===== config.mk =====
export PLATFORM = sky130hd
export DESIGN_NAME = multichannel_adc_averager
export DESIGN_NICKNAME = d
export VERILOG_FILES = /design/src/hdl/mcaa_pkg.sv /design/src/hdl/multichannel_adc_averager.sv /design/src/hdl/mcaa_ctrl.sv /design/src/hdl/mcaa_datapath.sv
export SDC_FILE = /design/constraint.sdc
export NUM_CORES = 1
export LEC_CHECK = 0
export ABC_AREA = 1
export BUFFER_PORTS_ARGS = -buffer_cell sky130_fd_sc_hd__buf_2
export CAP_MARGIN = 0
export CORE_ASPECT_RATIO = 1.4
export CORE_MARGIN = 3
export CORE_UTILIZATION = 35
export CTS_CLUSTER_SIZE = 28
export DETAILED_ROUTE_END_ITERATION = 10
export SLEW_MARGIN = 15
export SYNTH_ARGS = -nofsm -noshare
export SYNTH_HDL_FRONTEND = slang
export SYNTH_SLANG_ARGS = --single-unit

===== constraint.sdc =====
create_clock -name clk -period 7.33 [get_ports clk]
set_clock_uncertainty 0.2 [all_clocks]
set_input_delay 0.733 -clock clk [delete_from_list [all_inputs] [get_ports clk]]
set_output_delay 0.733 -clock clk [all_outputs]
set_load 0.05 [all_outputs]

===== src/hdl/mcaa_pkg.sv =====
`timescale 1ns / 1ps
// ---------------------------------------------------------------------------
// mcaa_pkg
// Shared constants, state encoding and controller/datapath interface types
// for the multichannel ADC averager.
// ---------------------------------------------------------------------------
package mcaa_pkg;

  localparam int DEF_CHANNELS = 5;
  localparam int DEF_DEPTH    = 8;

  localparam int SAMPLE_W  = 12;
  localparam int CHANNEL_W = 3;

  // temperature = floor((ofs - avg * slope) / 2^16), clamped at zero
  localparam int                TEMP_OFS_W     = 25;
  localparam int                TEMP_SLOPE_W   = 14;
  localparam int                TEMP_FRAC_W    = 16;
  localparam logic [TEMP_OFS_W-1:0]   TEMP_OFS_Q16   = 25'd23432930;
  localparam logic [TEMP_SLOPE_W-1:0] TEMP_SLOPE_Q16 = 14'd12279;

  typedef enum logic [3:0] {
    ST_CLEAR,
    ST_IDLE,
    ST_START,
    ST_READ,
    ST_ACC,
    ST_DIV,
    ST_AVG,
    ST_TEMP,
    ST_LOAD,
    ST_OUT
  } state_t;

  typedef struct packed {
    logic clr_wr;
    logic store_wr;
    logic ch_clr;
    logic ch_inc;
    logic chan_start;
    logic rd_issue;
    logic div_mul;
    logic div_take;
    logic temp_mul;
    logic out_load;
  } dp_cmd_t;

  typedef struct packed {
    logic wr_end;
    logic row_last;
    logic ch_last;
  } dp_sts_t;

endpackage


===== src/hdl/multichannel_adc_averager.sv =====
`timescale 1ns / 1ps
// ---------------------------------------------------------------------------
// multichannel_adc_averager
// Boxcar averager over a circular store of DEPTH rounds by CHANNELS
// samples, with degree conversion of the last (temperature) channel.
// ---------------------------------------------------------------------------
// Input words (in_valid/in_ready) carry in_mode and in_sample. Mode 0 writes
// the sample at the wrapping write pointer. Mode 1 is a readout tick: for
// each channel in order the DEPTH stored samples are read from the store's
// read port one per cycle, summed, divided by DEPTH and, for the last
// channel, converted to degrees; one output word per channel is presented
// on out_valid/out_ready, out_last marking the final one. Each channel
// steps through start, read, accumulate, divide, average, convert, load
// and output, the last step waiting for out_ready. No input word is taken
// while a tick runs; a stalled receiver simply holds the output word and
// the tick. After reset the store is cleared one entry a cycle with
// in_ready low; the write pointer ends at zero.
// ---------------------------------------------------------------------------
module multichannel_adc_averager
  import mcaa_pkg::*;
#(
  parameter int CHANNELS = DEF_CHANNELS,
  parameter int DEPTH    = DEF_DEPTH
) (
  input  logic                 clk,
  input  logic                 rst_n,
  input  logic                 in_valid,
  output logic                 in_ready,
  input  logic                 in_mode,
  input  logic [SAMPLE_W-1:0]  in_sample,
  output logic                 out_valid,
  input  logic                 out_ready,
  output logic [CHANNEL_W-1:0] out_channel,
  output logic [SAMPLE_W-1:0]  out_value,
  output logic                 out_last
);

  dp_cmd_t cmd;
  dp_sts_t sts;

  mcaa_ctrl u_ctrl (
    .clk       (clk),
    .rst_n     (rst_n),
    .in_valid  (in_valid),
    .in_mode   (in_mode),
    .in_ready  (in_ready),
    .out_valid (out_valid),
    .out_ready (out_ready),
    .cmd       (cmd),
    .sts       (sts)
  );

  mcaa_datapath #(
    .CHANNELS (CHANNELS),
    .DEPTH    (DEPTH)
  ) u_datapath (
    .clk         (clk),
    .rst_n       (rst_n),
    .cmd         (cmd),
    .sts         (sts),
    .in_sample   (in_sample),
    .out_channel (out_channel),
    .out_value   (out_value),
    .out_last    (out_last)
  );

endmodule


===== src/hdl/mcaa_ctrl.sv =====
`timescale 1ns / 1ps
// ---------------------------------------------------------------------------
// mcaa_ctrl
// Sequencer for the averager: store clearing after reset, sample writes,
// and the per-channel read, divide, convert and output steps of a tick.
// ---------------------------------------------------------------------------
module mcaa_ctrl
  import mcaa_pkg::*;
(
  input  logic    clk,
  input  logic    rst_n,
  input  logic    in_valid,
  input  logic    in_mode,
  output logic    in_ready,
  output logic    out_valid,
  input  logic    out_ready,
  output dp_cmd_t cmd,
  input  dp_sts_t sts
);

  state_t state_r;
  state_t state_nxt;

  always_ff @(posedge clk) begin
    if (!rst_n) begin
      state_r <= ST_CLEAR;
    end else begin
      state_r <= state_nxt;
    end
  end

  always_comb begin
    state_nxt = state_r;
    cmd       = '0;
    in_ready  = 1'b0;
    out_valid = 1'b0;
    unique case (state_r)
      ST_CLEAR: begin
        cmd.clr_wr = 1'b1;
        if (sts.wr_end) begin
          state_nxt = ST_IDLE;
        end
      end
      ST_IDLE: begin
        in_ready = 1'b1;
        if (in_valid) begin
          if (in_mode) begin
            cmd.ch_clr = 1'b1;
            state_nxt  = ST_START;
          end else begin
            cmd.store_wr = 1'b1;
          end
        end
      end
      ST_START: begin
        cmd.chan_start = 1'b1;
        state_nxt      = ST_READ;
      end
      ST_READ: begin
        cmd.rd_issue = 1'b1;
        if (sts.row_last) begin
          state_nxt = ST_ACC;
        end
      end
      // last read word lands in the accumulator here
      ST_ACC: begin
        state_nxt = ST_DIV;
      end
      ST_DIV: begin
        cmd.div_mul = 1'b1;
        state_nxt   = ST_AVG;
      end
      ST_AVG: begin
        cmd.div_take = 1'b1;
        state_nxt    = ST_TEMP;
      end
      ST_TEMP: begin
        cmd.temp_mul = 1'b1;
        state_nxt    = ST_LOAD;
      end
      ST_LOAD: begin
        cmd.out_load = 1'b1;
        state_nxt    = ST_OUT;
      end
      ST_OUT: begin
        out_valid = 1'b1;
        if (out_ready) begin
          if (sts.ch_last) begin
            state_nxt = ST_IDLE;
          end else begin
            cmd.ch_inc = 1'b1;
            state_nxt  = ST_START;
          end
        end
      end
      default: begin
        state_nxt = ST_CLEAR;
      end
    endcase
  end

endmodule


===== src/hdl/mcaa_datapath.sv =====
`timescale 1ns / 1ps
// ---------------------------------------------------------------------------
// mcaa_datapath
// Sample store, write pointer, channel accumulator, reciprocal divider and
// temperature conversion, driven step by step from the controller.
// ---------------------------------------------------------------------------
module mcaa_datapath
  import mcaa_pkg::*;
#(
  parameter int CHANNELS = DEF_CHANNELS,
  parameter int DEPTH    = DEF_DEPTH
) (
  input  logic                 clk,
  input  logic                 rst_n,
  input  dp_cmd_t              cmd,
  output dp_sts_t              sts,
  input  logic [SAMPLE_W-1:0]  in_sample,
  output logic [CHANNEL_W-1:0] out_channel,
  output logic [SAMPLE_W-1:0]  out_value,
  output logic                 out_last
);

  localparam int StoreSize = CHANNELS * DEPTH;
  localparam int AddrW     = $clog2(StoreSize);
  localparam int ChW       = $clog2(CHANNELS);
  localparam int RowW      = (DEPTH > 1) ? $clog2(DEPTH) : 1;
  localparam int AccW      = SAMPLE_W + $clog2(DEPTH);
  // floor(x / DEPTH) = (x * DivMul) >> DivShift, exact for x < 2^AccW
  localparam int DivShift  = AccW + $clog2(DEPTH);
  localparam int MulW      = AccW + 1;
  localparam int ProdW     = AccW + MulW;
  localparam logic [MulW-1:0] DivMul =
    MulW'(((64'd1 << DivShift) + 64'(DEPTH) - 64'd1) / 64'(DEPTH));
  localparam int TProdW    = SAMPLE_W + TEMP_SLOPE_W;
  localparam int DegW      = TEMP_OFS_W - TEMP_FRAC_W;

  logic [SAMPLE_W-1:0] mem [StoreSize];

  logic [AddrW-1:0]    wr_ptr_r;
  logic [AddrW-1:0]    rd_addr_r;
  logic [RowW-1:0]     row_cnt_r;
  logic [ChW-1:0]      ch_r;
  logic                rd_vld_r;
  logic [SAMPLE_W-1:0] rd_data_r;
  logic [AccW-1:0]     acc_r;
  logic [ProdW-1:0]    quot_prod_r;
  logic [SAMPLE_W-1:0] avg_r;
  logic [TProdW-1:0]   temp_prod_r;
  logic [SAMPLE_W-1:0] out_value_r;

  logic                wr_en;
  logic [TEMP_OFS_W-1:0] temp_diff;
  logic [SAMPLE_W-1:0] temp_deg;

  assign wr_en = cmd.clr_wr | cmd.store_wr;

  assign sts.wr_end   = (wr_ptr_r == AddrW'(StoreSize - 1));
  assign sts.row_last = (row_cnt_r == RowW'(DEPTH - 1));
  assign sts.ch_last  = (ch_r == ChW'(CHANNELS - 1));

  always_ff @(posedge clk) begin
    if (wr_en) begin
      mem[wr_ptr_r] <= cmd.clr_wr ? '0 : in_sample;
    end
    if (cmd.rd_issue) begin
      rd_data_r <= mem[rd_addr_r];
    end
  end

  always_ff @(posedge clk) begin
    if (!rst_n) begin
      wr_ptr_r <= '0;
      rd_vld_r <= 1'b0;
      ch_r     <= '0;
    end else begin
      rd_vld_r <= cmd.rd_issue;
      if (wr_en) begin
        wr_ptr_r <= sts.wr_end ? '0 : wr_ptr_r + AddrW'(1);
      end
      if (cmd.ch_clr) begin
        ch_r <= '0;
      end else if (cmd.ch_inc) begin
        ch_r <= ch_r + ChW'(1);
      end
    end
  end

  // entry r * CHANNELS + ch belongs to channel ch
  always_ff @(posedge clk) begin
    if (cmd.chan_start) begin
      rd_addr_r <= AddrW'(ch_r);
      row_cnt_r <= '0;
    end else if (cmd.rd_issue) begin
      rd_addr_r <= rd_addr_r + AddrW'(CHANNELS);
      row_cnt_r <= row_cnt_r + RowW'(1);
    end
    if (cmd.chan_start) begin
      acc_r <= '0;
    end else if (rd_vld_r) begin
      acc_r <= acc_r + AccW'(rd_data_r);
    end
    if (cmd.div_mul) begin
      quot_prod_r <= ProdW'(acc_r) * ProdW'(DivMul);
    end
    if (cmd.div_take) begin
      avg_r <= quot_prod_r[DivShift +: SAMPLE_W];
    end
    if (cmd.temp_mul) begin
      temp_prod_r <= TProdW'(avg_r) * TProdW'(TEMP_SLOPE_Q16);
    end
    if (cmd.out_load) begin
      out_value_r <= sts.ch_last ? temp_deg : avg_r;
    end
  end

  // clamp at zero when the product passes the offset
  always_comb begin
    temp_diff = TEMP_OFS_Q16 - TEMP_OFS_W'(temp_prod_r);
    if (temp_prod_r > TProdW'(TEMP_OFS_Q16)) begin
      temp_deg = '0;
    end else begin
      temp_deg = SAMPLE_W'(temp_diff[TEMP_OFS_W-1 -: DegW]);
    end
  end

  assign out_channel = CHANNEL_W'(ch_r);
  assign out_value   = out_value_r;
  assign out_last    = sts.ch_last;

endmodule

======== Yosys cells after proc, flatten, opt, wreduce, memory -nomap -nowiden ========
Memory sizes are Yosys's and may differ from the RTL's. A register that Yosys moved wholly into a read port is not among the register bits.
Cells that the tools add are included.
Widths: inputs -> output; s select.
storage, ports and cells
  flip-flop bits (word level) ............. 103
  RAM bits ................................ 480
  output and inout port bits .............. 18
  memories ................................ 1
memories
  memory          depth  bits a word  read ports  clocked after memory_dff  write ports  line                 text
  u_datapath.mem  40     12           1           1                         1            mcaa_datapath.sv:37  logic [SAMPLE_W-1:0] mem [StoreSize];
cells by class
  add/subtract/negate cells ............... 6
  $mul .................................... 1
  $lt $le $gt $ge ......................... 1
  equal/unequal tests ..................... 17
  muxes and demuxes ....................... 31
  bitwise gates (word level) .............. 2
  reductions and logical operators ........ 4
operators by type and width
  cell                    count
  $pmux 4 s10             1
  $gt 26x25->1 const B    1
  $mul 12x14->26 const B  1
  $sub 25x25->25 const A  1
  $mux 12                 2
  $mux 4                  5
  $eq 4x3->1 const B      4
  $mux 1                  16
  $add 15x12->15          1
  $mux 9                  1
  $eq 4x2->1 const B      2
  $eq 4x4->1 const B      2
  $ne 2x2->1 const B      4
  $add 3x1->3 const B     2
  $add 6x1->6 const B     1
  $add 6x3->6 const B     1
  $eq 3x3->1 const B      2
  $eq 6x6->1 const B      1
  $mux 2                  3
  $mux 3                  2
  $mux 6                  1
  $reduce_and 5->1        1
  $eq 4x1->1 const B      1
  $logic_not 4->1         1
  other kinds (5)         5

======== Logic depth before layout (Yosys ltp) ========
Gate-level depths: netlist of the first run.
  word-level depth ........................ 6
  mapped depth ............................ 19

======== Hierarchy ========
Synthesis of the first run repeated with hierarchy kept, for this count alone.
unflattened totals
  cells, all modules ...................... 2,665
  area, all modules ....................... 28,698.8 µm²
by module, submodules not included
  module         instances  cells each  area an instance (µm²)  sequential area each (µm²)
  mcaa_datapath  1          2,603       28,313.4                17,346.6
  mcaa_ctrl      1          62          385.4                   80.1

======== Worst setup path after synthesis of the first run ========
OpenSTA, ideal clock, no wires.
  path kind ............................... register to register
  start point ............................. register u_datapath.avg_r[4]
  end point ............................... register u_datapath.temp_prod_r[23], data pin
  setup time .............................. 260 ps
  arrival ................................. 4,557 ps
  setup slack ............................. 2,313 ps
  cell stages (with the launch flop) ...... 17
  buffers on the path ..................... 0
  path through ............................ edfxtp_1 > fa_1 > inv_1 > fa_1 > fa_1 > inv_1 > fa_1 > inv_1 > fa_1 > inv_1 > ha_1 > a21oi_1 > a21boi_0 > nand2_1 > nand2_1 > nand3_1 > xor2_1
between the ends
  longest elaborated chain between the ends .. 1
ends and longest elaborated chain
  element                 line                  text
  start, declared         mcaa_datapath.sv:47   logic [SAMPLE_W-1:0] avg_r;
  start signal, assigned  mcaa_datapath.sv:106  avg_r <= quot_prod_r[DivShift +: SAMPLE_W];
  $mul 12x14->26          mcaa_datapath.sv:109  temp_prod_r <= TProdW'(avg_r) * TProdW'(TEMP_SLOPE_Q16);
  end signal, assigned    mcaa_datapath.sv:109
  end, declared           mcaa_datapath.sv:48   logic [TProdW-1:0] temp_prod_r;
Every way passes these cells.
A chain may end at the register's enable or synchronous reset.

======== Final worst setup path of the first run ========
  start point ............................. register u_datapath.avg_r[6]
  end point ............................... register u_datapath.temp_prod_r[23], data pin
The elaborated chain is that of the path after synthesis.

==> results.md, run 1 <==
- The global placement routability congestion is 0.926.
- The primary flip-flop cell chosen by synthesis mapping is sky130_fd_sc_hd__edfxtp_1.
- At the pin with the least slew margin, the transition time is 1150 ps.
- The run finished with clean final reports.
- The post-placement cell area is 30100 um^2.
- The worst setup path is launched from a flop.
- The netlist area before placement is 28700 um^2.
- The initial utilization of the core area, before any placement, comes to 35.5%.
- After layout, the minimum clock period comes to 5440 ps.
- The number of max-slew violations in the final report is 0.
- The number of global-route vias before repair is 19100.
- After technology mapping, the gate count stands at 2698.
- Summing the areas of all xor and xnor instances in the mapped netlist gives 0.823% of the synthesized area.
- The synthesized netlist devotes 9.14% of its cell area to compound gates.
- The worst path uses 74.3% of the clock period.
- The worst hold-check slack is 223 ps.
- The root buffer cell is sky130_fd_sc_hd__clkbuf_16.
- Setup repair after global routing left no endpoint under its margin.
- The critical-path maximum fanout is 5.
- The detail route stage leaves a number of antenna-violating nets equal to 0.
- After synthesis, the share of flip-flops with an asynchronous set or reset is 0%.
- The area of the core is 80800 um^2.
- Of the cells placed in the final design, the portion with a size suffix greater than 1 is 7.27%.
- The number of detailed-routing iterations run before antenna repair is 5.
- The min-delay analysis places its worst path in the category flop to flop.
- Dividing the detail-routed wire length by the instance count gives 19.2 um.
- Summing over every cut layer, the via total after detailed routing is 19200.
- The count of endpoints failing hold in the final timing report is 0.
- The floorplan die area is 85600 um^2.
- The repair_antennas step left the layout with diodes totalling 0.
- The wire-length estimate of the detail-placed layout is 48.8 mm.
- The final instance area is 32000 um^2.
- Headroom to the max-slew limit came out at 22.8%.
- At the worst endpoint, the arrival time is 5640 ps.
- The synthesis-to-layout area growth is 11.3%.
- The portion of netlist area occupied by mux cells is 0%.
- Setup total negative slack on the finished layout was measured at 0 ps.
- At the end of the flow, the number of nets in the layout was 2909.
- The overall routed net length is 73.6 mm.
- The total of flip-flops plus latches after synthesis is 592.
- Synthesis produced a netlist with a net count of 2876.
- The clock insertion delay at the later pin of the skew report is 640 ps.
- Counting the fill cells in the layout gives 7848.
- The total clock sinks is 592.
- The number of synthesized flops with an enable pin is 557.
- STA classifies the critical path endpoint as a flop.
- Gates resized during post-CTS repair numbered 0.
- The pin count of the biggest net entering global routing is 148.
- The synthesis warning total is 0.
- The number of failing setup endpoints in the final timing report is 0.
- The share of synthesized area occupied by flip-flops and latches is 60.7%.
- Using the TritonRoute via totals, the vias-per-cell ratio works out to 4.99.
- After clock tree synthesis, the flow added hold-fix buffers numbering 0.
- Max-cap violations in this run came to 0.
- Across the VDD grid, the largest voltage drop is 0.195 mV.
- The maximum level of the CTS H-tree is 2.
- The DRC violation total after the first TritonRoute iteration is 1298.
- The global routing usage summed across all routing layers is 17.3%.
- TritonCTS built the clock tree.
- For the worst setup path, the data required time is 7520 ps.
- The remaining global-route overflow is 0.
- In this run the tool buffered the top-level ports with 34 buffer cells.
- For this design the top-level I/O count stands at 35.
- The number of buffers on the longest clock path is 3.
- For this design the static power due to leakage is 12.3 nW.
- The initial antenna violation count is 0.
- The count of unique library cells instantiated by Yosys is 42.
- The simple-gate area share of the yosys netlist is 14.7%.
- A synthesized cell averages 10.6 um^2.
- The die boundary width is 248 um.
- The main combinational cell family by area after synthesis is simple AND/OR/NAND/NOR gates.
- Summing the areas of all fa, ha and maj instances in the mapped netlist gives 8.79% of the synthesized area.
- Based on the critical path, the design can be clocked at up to 0.184 GHz.
- The row count is 123.
- The power density over the cells is 212 nW/um^2.
- The critical path is of the flop to flop type.
- Counting the buffers created by CTS gives 59.
- Buffers added to address setup during post-CTS repair amount to 0.
- The clock-pin slew of the registers on the worst-case setup and hold paths is 70 ps.
- After detailed routing, the number of remaining DRC violations is 0.
- The first global-routing pass estimated 112 mm of wire.
- The floorplan step set the die height to 345 um.
==> layer usage <==
| metal | up-vias | track usage [%] | wire length [um] |
|---|---|---|---|
| met3 | 156 | 2.06 | 2700 |
| li1 | 9253 | - | - |
| met1 | 9345 | 19.7 | 28500 |
| met5 | - | 0 | 0 |
| met2 | 420 | 32.1 | 38800 |
| met4 | 0 | 8.20 | 3670 |
==> kinds of logic (layout without fill, tap and decap cells) <==
family          after synthesis  count (layout)
compound gates              463             463
fa+ha+maj                   161             161
buf+inv                     396             475
simple gates               1059            1059
flops                       592             592
xor+xnor                     27              27
==> report_power, final <==
group | switching [mW] | internal [mW] | leakage, nW
Combinational | 0.104 | 0.0423 | 5.99
Clock | 1.31 | 1.62 | 0.905
Sequential | 0.0161 | 3.68 | 5.45
Total | 1.43 | 5.35 | 12.3
==> cells in the mapped netlist, types with 2 or more instances <==
cell type / count / area share [%]
sky130_fd_sc_hd__a21oi_1: 78 / 1.4
sky130_fd_sc_hd__o211ai_1: 78 / 2.0
sky130_fd_sc_hd__buf_1: 8 / 0.10
sky130_fd_sc_hd__or2_2: 3 / 0.065
sky130_fd_sc_hd__inv_1: 285 / 3.7
sky130_fd_sc_hd__o21ai_1: 19 / 0.33
sky130_fd_sc_hd__xnor2_1: 5 / 0.15
sky130_fd_sc_hd__xor2_1: 22 / 0.67
sky130_fd_sc_hd__fa_1: 68 / 4.7
sky130_fd_sc_hd__inv_2: 7 / 0.092
sky130_fd_sc_hd__edfxtp_1: 557 / 58
sky130_fd_sc_hd__nand4_1: 18 / 0.39
sky130_fd_sc_hd__o21ai_0: 246 / 4.3
sky130_fd_sc_hd__o22ai_1: 9 / 0.20
sky130_fd_sc_hd__and2_1: 2 / 0.044
sky130_fd_sc_hd__buf_6: 17 / 0.67
sky130_fd_sc_hd__nor3_1: 10 / 0.17
sky130_fd_sc_hd__dfxtp_1: 35 / 2.4
sky130_fd_sc_hd__ha_1: 93 / 4.1
sky130_fd_sc_hd__o221ai_1: 16 / 0.49
sky130_fd_sc_hd__nor3_2: 2 / 0.070
sky130_fd_sc_hd__nand3_1: 101 / 1.8
sky130_fd_sc_hd__nor2_2: 4 / 0.087
sky130_fd_sc_hd__o21bai_1: 2 / 0.052
sky130_fd_sc_hd__nor2_1: 538 / 7.0
sky130_fd_sc_hd__buf_4: 5 / 0.13
sky130_fd_sc_hd__clkbuf_1: 50 / 0.65
sky130_fd_sc_hd__buf_2: 22 / 0.38
sky130_fd_sc_hd__nand2_2: 3 / 0.065
sky130_fd_sc_hd__a21o_1: 9 / 0.24
sky130_fd_sc_hd__o21a_1: 4 / 0.10
sky130_fd_sc_hd__nor4_1: 2 / 0.044
sky130_fd_sc_hd__nand2_1: 371 / 4.8
==> sequential cells by signal, indices dropped and copies added, names as in the netlist, 6 cells and up <==
name and flops:
u_datapath.out_value 12, u_datapath.rd_addr_r 6, u_datapath.mem 480, u_datapath.temp_prod_r 26, u_datapath.rd_data_r 12, u_datapath.avg_r 12
u_datapath.wr_ptr_r 6, u_datapath.acc_r 15, u_datapath.quot_prod_r 12
==> critical path: stages, from the launching register on <==
cell                       delay, ps
sky130_fd_sc_hd__edfxtp_1        500
sky130_fd_sc_hd__fa_1            700
sky130_fd_sc_hd__inv_1           160
sky130_fd_sc_hd__fa_1            520
sky130_fd_sc_hd__fa_1            570
sky130_fd_sc_hd__inv_1            60
sky130_fd_sc_hd__fa_1            530
sky130_fd_sc_hd__inv_1            50
sky130_fd_sc_hd__fa_1            530
sky130_fd_sc_hd__inv_1            40
sky130_fd_sc_hd__ha_1            350
sky130_fd_sc_hd__a21oi_1         170
sky130_fd_sc_hd__a21boi_0        430
sky130_fd_sc_hd__nand2_1         100
sky130_fd_sc_hd__nand2_1          70
sky130_fd_sc_hd__nand3_1          80
sky130_fd_sc_hd__xor2_1          140
==> stage by stage <==
stage	setup slack, ps	instances	total power, mW	utilization, %
final	1890	3839	6.78	39.6
after global placement	1950	3732	3.91	37.2
after global routing	1590	3839	6.98	39.6
after detailed placement	1930	3732	3.91	37.2
after CTS	1930	3839	6.84	39.5
after floorplan	2310	2698	3.85	-
==> path summary, 6_finish.rpt <==
kind                                         from                                    to  slack, ps  depth (start not counted)
max                 u_datapath.avg_r[6]$_DFFE_PP_  u_datapath.temp_prod_r[23]$_DFFE_PP_       1890                         16
min          u_datapath.quot_prod_r[27]$_DFFE_PP_         u_datapath.avg_r[9]$_DFFE_PP_        220                          0
min reg2reg  u_datapath.quot_prod_r[27]$_DFFE_PP_         u_datapath.avg_r[9]$_DFFE_PP_        220                          0
max reg2reg         u_datapath.avg_r[6]$_DFFE_PP_  u_datapath.temp_prod_r[23]$_DFFE_PP_       1890                         16
==> final cells by class <==
type	count	area, um^2	area share, %
Tap cell	1062	1330	4.16
Multi-Input combinational cell	1710	9750	30.5
Clock inverter	32	289	0.904
Clock buffer	75	1570	4.90
Inverter	293	1100	3.46
Sequential cell	592	17400	54.5
Timing Repair Buffer	75	503	1.57
==> cells in the final DEF, fill, tap and decap left out, types with 19 or more instances in the layout <==
cell and instances:
sky130_fd_sc_hd__o21ai_0 246, sky130_fd_sc_hd__nand3_1 101, sky130_fd_sc_hd__o211ai_1 78, sky130_fd_sc_hd__clkbuf_16 60, sky130_fd_sc_hd__buf_2 34, sky130_fd_sc_hd__inv_1 284, sky130_fd_sc_hd__nor2_1 519, sky130_fd_sc_hd__nand2_1 371
sky130_fd_sc_hd__o21ai_1 19, sky130_fd_sc_hd__ha_1 93, sky130_fd_sc_hd__a21oi_1 78, sky130_fd_sc_hd__dfxtp_1 35, sky130_fd_sc_hd__edfxtp_1 557, sky130_fd_sc_hd__xor2_1 22, sky130_fd_sc_hd__fa_1 68, sky130_fd_sc_hd__buf_4 39
Power figures use the tool's default switching activity.
==> inputs of run 2 (changes only) <==
--- a/config.mk
+++ b/config.mk
@@ -5,7 +5,7 @@
 export SDC_FILE = /design/constraint.sdc
 export NUM_CORES = 1
 export LEC_CHECK = 0
-export ABC_AREA = 1
+export ABC_AREA = 0
 export BUFFER_PORTS_ARGS = -buffer_cell sky130_fd_sc_hd__buf_2
 export CAP_MARGIN = 0
 export CORE_ASPECT_RATIO = 1.4
==> constraint.sdc (replaced) <==
create_clock -name clk -period 4.55 [get_ports clk]
set_clock_uncertainty 0.2 [all_clocks]
set_input_delay 0.455 -clock clk [delete_from_list [all_inputs] [get_ports clk]]
set_output_delay 0.455 -clock clk [all_outputs]
set_load 0.05 [all_outputs]
==> run 2 against run 1 <==
Effect of this change: the flow now finishes with violations (negative setup slack); synthesized cell count down 40%; largest power group unchanged; utilization up 2.0 points; total power up 55%; global-route usage down 2.7 points; final cell count down 27%; worst setup slack worse by 2600 ps; highest routed layer unchanged; flip-flop and latch count unchanged; worst hold slack worse by 190 ps; fmax up 2.6%; clock power up 51%.
==> results.md, run 2 <==
- The half-perimeter wire length of the detailed placement result is 40.8 mm (-16%).
- The arrival time of the worst setup path was 5420 ps (-220 ps).
- The total clock sinks was 592 (unchanged).
- The count of input and output buffers is 34 (unchanged).
- The number of max-slew violations in the final report is 0 (unchanged).
- The synthesis warning total is 0 (unchanged).
- The initial cell density of the core is 35.6% (+0.038 points).
- The sum of negative setup slack came to -6940 ps (-6940 ps).
- The DRC violation total after the first TritonRoute iteration was 887 (-32%).
- The smallest setup slack after layout was -757 ps (-2640 ps).
- The DRC violations left is 0 (unchanged).
- The post-route clock period utilization is 117% (+42 points).
- The area of the core came to 75900 um^2 (-6.0%).
- The floorplan die area is 80600 um^2 (-5.8%).
- The synthesized area divided by synthesized cell count is 16.7 um^2 (+57%).
- The worst setup path is captured at a flop.
- The endpoint required time on the critical path is 4670 ps (-2850 ps).
- Sorting the synthesized cells by area gives the leading types as sky130_fd_sc_hd__edfxtp_1 (62%), sky130_fd_sc_hd__mux4_2 (12%), sky130_fd_sc_hd__fa_1 (5.0%), sky130_fd_sc_hd__ha_1 (4.3%), sky130_fd_sc_hd__dfxtp_1 (2.6%).
- The number of primary I/O pins came to 35 (unchanged).
- The total inserted antenna cells was 0 (unchanged).
- The worst hold-check slack was 35.5 ps (-187 ps).
- The final design utilization came to 41.6% (+2.0 points).
- The transition at the pin with the smallest max-transition slack is 1010 ps (-147 ps).
- The final net count was 1992 (-32%).
- The area share of the largest cell type after synthesis is 61.9% (+3.7 points).
- The number of detailed-routing iterations run before antenna repair is 4 (-1).
- The maximum level of the CTS H-tree is 2 (unchanged).
- The critical-path maximum fanout was 4 (-1).
- The clock insertion delay at the later pin of the skew report was 650 ps (about the same).
- The run finished, with violations left.
- The pre-CTS setup slack came to -822 ps (-2750 ps).
- The post-route minimum period is 5310 ps (-136 ps).
- The routed length per placed instance came to 20.6 um (+7.3%).
- The row count is 119 (-3.3%).
- The highest clock frequency the design can meet is 0.188 GHz (+2.6%).
- The post-route non-filler standard cell count came to 2821 (-27%).
- The tree is rooted in a sky130_fd_sc_hd__clkbuf_16.
- sky130_fd_sc_hd__edfxtp_1 takes more of the synthesized area than any other cell.
- The clock buffer count from CTS came to 55 (-6.8%).
- The highest ir drop seen on vdd is 0.320 mV (+64%).
- The share of synthesized area occupied by flip-flops and latches is 64.5% (+3.8 points).
- The number of flip-flops in the largest register is 480 (unchanged).
- The launch point of the worst reg-to-reg path is u_datapath.avg_r[5]$_DFFE_PP_.
- For this run, the leading register cell type out of synthesis is sky130_fd_sc_hd__edfxtp_1.
- The global placement routability congestion came to 0.819 (-12%).
- The total instance count after detailed placement is 2713 (-27%).
- In the layout the commonest cells are sky130_fd_sc_hd__edfxtp_1 (557), sky130_fd_sc_hd__buf_4 (153), sky130_fd_sc_hd__mux4_2 (144), sky130_fd_sc_hd__inv_1 (132), sky130_fd_sc_hd__nor2_1 (88).
- The number of buffers on the longest clock path was 3 (unchanged).
- The overall via count from detail_route was 14100 (-26%).
- From synthesis to final layout, the design area changed by 16.8%.
- The number of standard cells after synthesis is 1621 (-40%).
- The startpoint identified for the worst hold timing path is out_ready.
- The first element of the critical path is u_datapath.avg_r[5]$_DFFE_PP_.
- The highest layer touched by signal routing is met4.
- The number of synthesized flops with an enable pin is 557 (unchanged).
- The clock-pin slew of the registers on the worst-case setup and hold paths came to 60 ps (about the same).
- The total of flip-flops plus latches after synthesis was 592 (unchanged).
- The netlist area before placement was 27000 um^2 (-5.9%).
- Setup repair after global routing could not meet its margin everywhere.
- The worst min-delay path class is primary input to flop.
- The detailed-route wire length on metal 1 is 21.7 mm (-24%).
- The setup path with the least slack is of type flop to flop.
- The count of unique library cells instantiated by Yosys is 54 (+29%).
- The pin count of the biggest net entering global routing was 80 (-46%).
- The die boundary width came to 241 um (-2.9%).
- The number of failing setup endpoints in the final timing report is 14 (+14).
- The initial antenna violation count is 0 (unchanged).
- The vias per cell came to 5.01 (+0.39%).
- Ranked by flip-flop count, first place goes to u_datapath.mem.
- The remaining global-route overflow came to 0 (unchanged).
- The count of endpoints failing hold in the final timing report came to 0 (unchanged).
- The count of max-cap constraint violations came to 0 (unchanged).
- The overall routed net length is 58.0 mm (-21%).
- The total met3 wirelength after detailed routing came to 1.85 mm (-31%).
- The share of post-route cells with drive strength above 1 is 27.1% (+20 points).
- The global routing usage summed across all routing layers was 14.6% (-2.7 points).
- The share of flip-flops with an asynchronous set or reset is 0% (unchanged).
- The checks that failed: negative setup slack.
- The most frequently used cell type in the post-synthesis netlist is sky130_fd_sc_hd__edfxtp_1.
- The leading cell type in the layout, fill and taps excluded is sky130_fd_sc_hd__edfxtp_1.
- The largest registers in the layout are u_datapath.mem: 480 flops, u_datapath.temp_prod_r: 26 flops, u_datapath.acc_r: 15 flops.
- The TritonCTS clock tree is done.
- The first-pass GRT wire length is 89.5 mm (-20%).
- The relative slew slack was 32.8% (+10 points).
- The vertical die dimension came to 335 um (-2.9%).
- The static leakage is 11.3 nW (-8.1%).
- The total nets after synthesis came to 1799 (-37%).
- The count of nets left with antenna violations after detail routing was 0 (unchanged).
- The worst setup path is launched from a flop.
- The wire length on met2 was 32.3 mm (-17%).
- The number of global-route vias before repair is 15200 (-21%).
- After synthesis, the most frequently instantiated cells are sky130_fd_sc_hd__edfxtp_1 (557), sky130_fd_sc_hd__inv_1 (148), sky130_fd_sc_hd__mux4_2 (144), sky130_fd_sc_hd__ha_1 (93), sky130_fd_sc_hd__nor2_1 (91).
- The power density over the cells is 332 nW/um^2 (+57%).
==> run 2: cell types whose count changed in the layout (fill, tap and decap cells not counted), moves of 114 or more <==
cell / delta
sky130_fd_sc_hd__nor2_1: -431
sky130_fd_sc_hd__nand2_1: -304
sky130_fd_sc_hd__o21ai_0: -211
sky130_fd_sc_hd__inv_1: -152
sky130_fd_sc_hd__mux4_2: +144
sky130_fd_sc_hd__buf_4: +114
==> run 2: critical path: stages, from the launching register on <==
cell and delay (ps):
sky130_fd_sc_hd__edfxtp_1 410, sky130_fd_sc_hd__fa_1 590, sky130_fd_sc_hd__inv_2 80, sky130_fd_sc_hd__buf_6 120
sky130_fd_sc_hd__fa_2 490, sky130_fd_sc_hd__fa_1 510, sky130_fd_sc_hd__inv_2 40, sky130_fd_sc_hd__fa_1 540
sky130_fd_sc_hd__inv_2 50, sky130_fd_sc_hd__fa_2 560, sky130_fd_sc_hd__inv_2 40, sky130_fd_sc_hd__ha_4 280
sky130_fd_sc_hd__nand3_4 80, sky130_fd_sc_hd__a211oi_2 240, sky130_fd_sc_hd__o21ai_2 140, sky130_fd_sc_hd__a31oi_4 210
sky130_fd_sc_hd__a311o_1 210, sky130_fd_sc_hd__a21oi_2 60, sky130_fd_sc_hd__xnor2_1 130
==> run 2: what timing repair did <==
item | in CTS | in global routing
buffers inserted | 7 | 6
endpoints found under the hold margin | 3 | 0
hold buffers | 2 | 0
endpoints found under the setup margin | 14 | 16
gates resized for setup | 23 | 27
pin swaps | 17 | 30
==> run 2: area by class of cell <==
cell class | count | area (um^2)
Clock buffer | 74 | 1520
Clock inverter | 22 | 236
Fill cell | 6763 | 44400
Inverter | 149 | 559
Multi-Input combinational cell | 818 | 9120
Sequential cell | 592 | 17400
Tap cell | 968 | 1210
Timing Repair Buffer | 198 | 1490
==> run 2: report_power, final <==
part	internal, mW	switching, mW
combinational	0.0453	0.0621
clock	2.47	1.98
sequential	5.91	0.0139
==> run 2: path summary, 6_finish.rpt <==
path	cells after the start	slack (ps)	to
worst max-delay path	18	-760	u_datapath.temp_prod_r[24]$_DFFE_PP_
worst min-delay path	4	40	u_datapath.out_channel[2]$_SDFFE_PP0P_
worst min register to register	0	220	u_datapath.avg_r[11]$_DFFE_PP_
worst max register to register	18	-760	u_datapath.temp_prod_r[24]$_DFFE_PP_
==> run 2: per-stage QoR <==
stage / instance area [um^2] / power [mW]
floorplan: 27200 / 6.10
global placement: 29500 / 6.15
detailed placement: 29500 / 6.15
CTS: 31500 / 10.6
global route: 31600 / 10.8
finish: 31600 / 10.5
==> run 2: cells by family (layout without fill, tap and decap cells) <==
family	after synthesis	in the layout	share of synthesized area (%)
flops	592	592	64.5
simple gates	281	281	4.94
buf+inv	211	443	3.25
compound gates	174	174	4.01
mux	163	163	12.7
fa+ha+maj	161	161	9.34
xor+xnor	39	39	1.26
==> run 2: per-layer routing <==
metal  vias up  track usage [%]
met3        94             2.16
met2       221             27.8
met5         -                0
li1       6546                -
met4         0             5.27
met1      7284             16.3
==> inputs of run 3 (changes only) <==
--- a/config.mk
+++ b/config.mk
@@ -10,10 +10,12 @@
 export CAP_MARGIN = 0
 export CORE_ASPECT_RATIO = 1.4
 export CORE_MARGIN = 3
-export CORE_UTILIZATION = 35
+export CORE_UTILIZATION = 45
 export CTS_CLUSTER_SIZE = 28
 export DETAILED_ROUTE_END_ITERATION = 10
+export SKIP_CTS_REPAIR_TIMING = 1
 export SLEW_MARGIN = 15
 export SYNTH_ARGS = -nofsm -noshare
 export SYNTH_HDL_FRONTEND = slang
+export SYNTH_HIERARCHICAL = 1
 export SYNTH_SLANG_ARGS = --single-unit
==> run 3 against run 2 <==
Effect of this change: the run still ends with negative setup slack left; critical path depth shrank 2; fmax is 5.0% higher; highest routed layer unchanged; wire length is 8.1% higher; sequential share of layout area shrank 0.33 points; clock power grew 3%; final cell count shrank 5.4%; sequential power rose by 0.8%; total power up 2.8%; critical endpoint is now u_datapath/temp_prod_r[25]$_DFFE_PP_; flip-flop and latch count is the same.
==> results.md, run 3 <==
- The number of buffers on the longest clock path was 3 (unchanged).
- The endpoint required time on the critical path is 4700 ps (+30 ps).
- The share of post-route cells with drive strength above 1 is 29.0% (+1.9 points).
- The arrival time of the worst setup path is 5210 ps (-210 ps).
- The number of synthesized flops with an enable pin came to 557 (unchanged).
- The initial cell density of the core came to 45.5% (+9.9 points).
- The worst min-delay path class is primary input to flop.
- The post-route clock period utilization is 111% (-5.5 points).
- The count of unique library cells instantiated by Yosys is 76 (+41%).
- The startpoint identified for the worst register-to-register timing path is u_datapath/avg_r[5]$_DFFE_PP_.
- The total inserted antenna cells is 0 (unchanged).
- The DRC violations left is 0 (unchanged).
- The half-perimeter wire length of the detailed placement result is 42.5 mm (+4.1%).
- The clock insertion delay at the later pin of the skew report is 630 ps (-20 ps).
- The synthesis-to-layout area growth is 16.8% (about the same).
- The static leakage was 11.4 nW (+0.55%).
- The first-pass GRT wire length is 93.9 mm (+4.9%).
- The row count is 106 (-11%).
- The netlist area before placement is 27200 um^2 (+0.62%).
- The critical-path maximum fanout is 4 (unchanged).
- The routed length per placed instance is 23.5 um (+14%).
- The primary flip-flop cell chosen by synthesis mapping is sky130_fd_sc_hd__edfxtp_1.
- The smallest setup slack after layout is -505 ps (+252 ps).
- The highest ir drop seen on vdd was 0.268 mV (-16%).
- The post-route minimum period is 5050 ps (-252 ps).
- The DRC violation total after the first TritonRoute iteration is 1130 (+27%).
- The relative slew slack came to 31.4% (-1.3 points).
- In the layout the commonest cells are sky130_fd_sc_hd__edfxtp_1 (557), sky130_fd_sc_hd__buf_4 (169), sky130_fd_sc_hd__mux4_2 (144), sky130_fd_sc_hd__inv_1 (123), sky130_fd_sc_hd__nor2_1 (94).
- The critical path startpoint category is a flop.
- The register bank with the most flops is u_datapath/mem.
- The largest registers in the layout are u_datapath/mem: 480 flops, u_datapath/temp_prod_r: 26 flops, u_datapath/acc_r: 15 flops.
- The maximum level of the CTS H-tree is 2 (unchanged).
- The clock buffer count from CTS is 56 (+1.8%).
- Yosys attributes the largest share of cell area to sky130_fd_sc_hd__edfxtp_1 (62%), sky130_fd_sc_hd__mux4_2 (12%), sky130_fd_sc_hd__fa_1 (5.4%), sky130_fd_sc_hd__ha_1 (4.1%), sky130_fd_sc_hd__dfxtp_1 (2.6%).
- The global routing usage summed across all routing layers is 20.0% (+5.4 points).
- The floorplan die area was 63400 um^2 (-21%).
- The worst hold-check slack was 5.45 ps (-30.1 ps).
- The global placement routability congestion is 0.858 (+4.8%).
- The number of global-route vias before repair is 15100 (-0.48%).
- The number of detailed-routing iterations run before antenna repair is 5 (+1).
- The run finished, with violations left.
- The area of the core was 59800 um^2 (-21%).
- By count the netlist is led by sky130_fd_sc_hd__edfxtp_1 (557), sky130_fd_sc_hd__mux4_2 (144), sky130_fd_sc_hd__inv_1 (137), sky130_fd_sc_hd__nor2_1 (96), sky130_fd_sc_hd__ha_1 (90).
- The total of flip-flops plus latches after synthesis came to 592 (unchanged).
- The overall via count from detail_route is 14700 (+3.7%).
- The number of failing setup endpoints in the final timing report is 16 (+2).
- Setup repair after global routing could not meet its margin everywhere.
- The count of input and output buffers is 34 (unchanged).
- The sum of negative setup slack is -5610 ps (+1330 ps).
- The final reports fail on negative setup slack.
- The count of endpoints failing hold in the final timing report is 0 (unchanged).
- The largest area contributor in the synthesized netlist is sky130_fd_sc_hd__edfxtp_1.
- TritonCTS built the clock tree.
- The most frequently used cell type in the post-synthesis netlist is sky130_fd_sc_hd__edfxtp_1.
- The area share of the largest cell type after synthesis is 61.5% (-0.38 points).
- The clock-pin slew of the registers on the worst-case setup and hold paths is 60 ps (about the same).
- In this run the worst setup path begins at u_datapath/avg_r[5]$_DFFE_PP_.
- The critical path start-end classification is flop to flop.
- The synthesized area divided by synthesized cell count is 16.9 um^2 (+1.4%).
- The power density over the cells is 339 nW/um^2 (+2.1%).
- The number of flip-flops in the largest register came to 480 (unchanged).
- The die boundary width is 214 um (-11%).
- The final net count is 1998 (+0.30%).
- The share of synthesized area occupied by flip-flops and latches came to 64.1% (-0.39 points).
- The vias per cell was 5.50 (+9.6%).
- The pin count of the biggest net entering global routing is 63 (-21%).
- The count of nets left with antenna violations after detail routing came to 0 (unchanged).
- STA classifies the critical path endpoint as a flop.
- The library cell used most frequently in the layout, excluding fill and tap cells, is sky130_fd_sc_hd__edfxtp_1.
- The number of primary I/O pins was 35 (unchanged).
- The total nets after synthesis came to 1789 (-0.56%).
- The root buffer cell is sky130_fd_sc_hd__clkbuf_16.
- The number of max-slew violations in the final report is 0 (unchanged).
- The remaining global-route overflow was 0 (unchanged).
- The share of flip-flops with an asynchronous set or reset is 0% (unchanged).
- In this run the most critical hold path is launched from rst_n.
- The overall routed net length came to 62.7 mm (+8.1%).
- The initial antenna violation count is 1 (+1).
- The synthesis warning total is 6 (+6).
- The vertical die dimension came to 297 um (-11%).
- The number of standard cells after synthesis is 1609 (-0.74%).
- The highest clock frequency the design can meet came to 0.198 GHz (+5.0%).
- The total power is 10.8 mW (+2.8%).
- The transition at the pin with the smallest max-transition slack is 1030 ps (+21.5 ps).
- The total clock sinks is 592 (unchanged).
- The count of max-cap constraint violations is 0 (unchanged).
-- run 3: changes by cell type after synthesis, moves of 6 or more --
cell                       change
sky130_fd_sc_hd__o21ai_0      -23
sky130_fd_sc_hd__o211ai_1     +14
sky130_fd_sc_hd__a211oi_1     -13
sky130_fd_sc_hd__a22oi_1      +12
sky130_fd_sc_hd__nor2b_1      -12
sky130_fd_sc_hd__a21oi_1      -11
sky130_fd_sc_hd__inv_1        -11
sky130_fd_sc_hd__nand2_1      -10
sky130_fd_sc_hd__nand2b_1      +8
sky130_fd_sc_hd__mux2i_1       -7
sky130_fd_sc_hd__nand3_1       -6
sky130_fd_sc_hd__o21a_1        +6
-- run 3: logic make-up (layout without fill, tap and decap cells) --
kind of cell | Yosys count | after routing | share of synthesized area, %
DFF | 592 | 592 | 64.1
and+or+nand+nor | 288 | 288 | 5.41
buffers and inverters | 197 | 447 | 2.95
AOI/OAI and AO/OA | 173 | 173 | 4.34
adders and majority gates | 163 | 163 | 9.52
muxes | 158 | 158 | 12.5
xor gates and xnor gates | 38 | 38 | 1.22
-- run 3: through the flow --
stage	area, um^2	instances	setup WS [ps]	utilization [%]
floorplan	27400	1609	-514	-
global placement	29600	2557	-546	49.5
detailed placement	29600	2557	-634	49.5
CTS	31400	2656	-658	52.5
global route	31800	2669	-675	53.1
finish	31800	2669	-505	53.1
-- run 3: cell type report --
type	count	area [um^2]
timing repair buffer	211	1570
fill	4778	28100
sequential	592	17400
clock inverter	32	340
clock buffer	67	1450
multi-input combinational	820	9440
tap	810	1010
inverter	137	514
-- run 3: path summary, 6_finish.rpt --
kind / cells after the start / end / slack (ps)
worst min-delay path: 2 / u_datapath/wr_ptr_r[5]$_SDFFE_PN0P_ / 5
worst min register to register: 0 / u_datapath/avg_r[5]$_DFFE_PP_ / 220
worst max register to register: 16 / u_datapath/temp_prod_r[25]$_DFFE_PP_ / -500
worst max-delay path: 16 / u_datapath/temp_prod_r[25]$_DFFE_PP_ / -500
-- run 3: where the power goes --
part	internal, mW	switching [mW]	total, mW
sequential	5.94	0.0338	5.98
clock	2.57	2.01	4.58
combinational	0.0897	0.125	0.215
-- run 3: critical path, cell delays in order, from the launching register on --
cell and delay (ps):
sky130_fd_sc_hd__edfxtp_1 420, sky130_fd_sc_hd__fa_2 670, sky130_fd_sc_hd__inv_2 60, sky130_fd_sc_hd__fa_1 470
sky130_fd_sc_hd__inv_1 50, sky130_fd_sc_hd__fa_1 470, sky130_fd_sc_hd__inv_1 50, sky130_fd_sc_hd__fa_1 450
sky130_fd_sc_hd__fa_1 500, sky130_fd_sc_hd__inv_2 60, sky130_fd_sc_hd__ha_4 250, sky130_fd_sc_hd__a21oi_4 150
sky130_fd_sc_hd__o211ai_1 160, sky130_fd_sc_hd__and3_4 200, sky130_fd_sc_hd__a221oi_4 340, sky130_fd_sc_hd__o32a_1 220
sky130_fd_sc_hd__nand3_1 70
-- run 3: routing by layer --
metal / part of all wire [%] / track usage [%] / vias up / wire length, um
li1: - / - / 6581 / -
met1: 41 / 26.3 / 7602 / 25500
met2: 51 / 33.6 / 393 / 32100
met3: 5.0 / 3.40 / 97 / 3120
met4: 3.3 / 6.96 / 0 / 2070
met5: 0 / 0 / - / 0
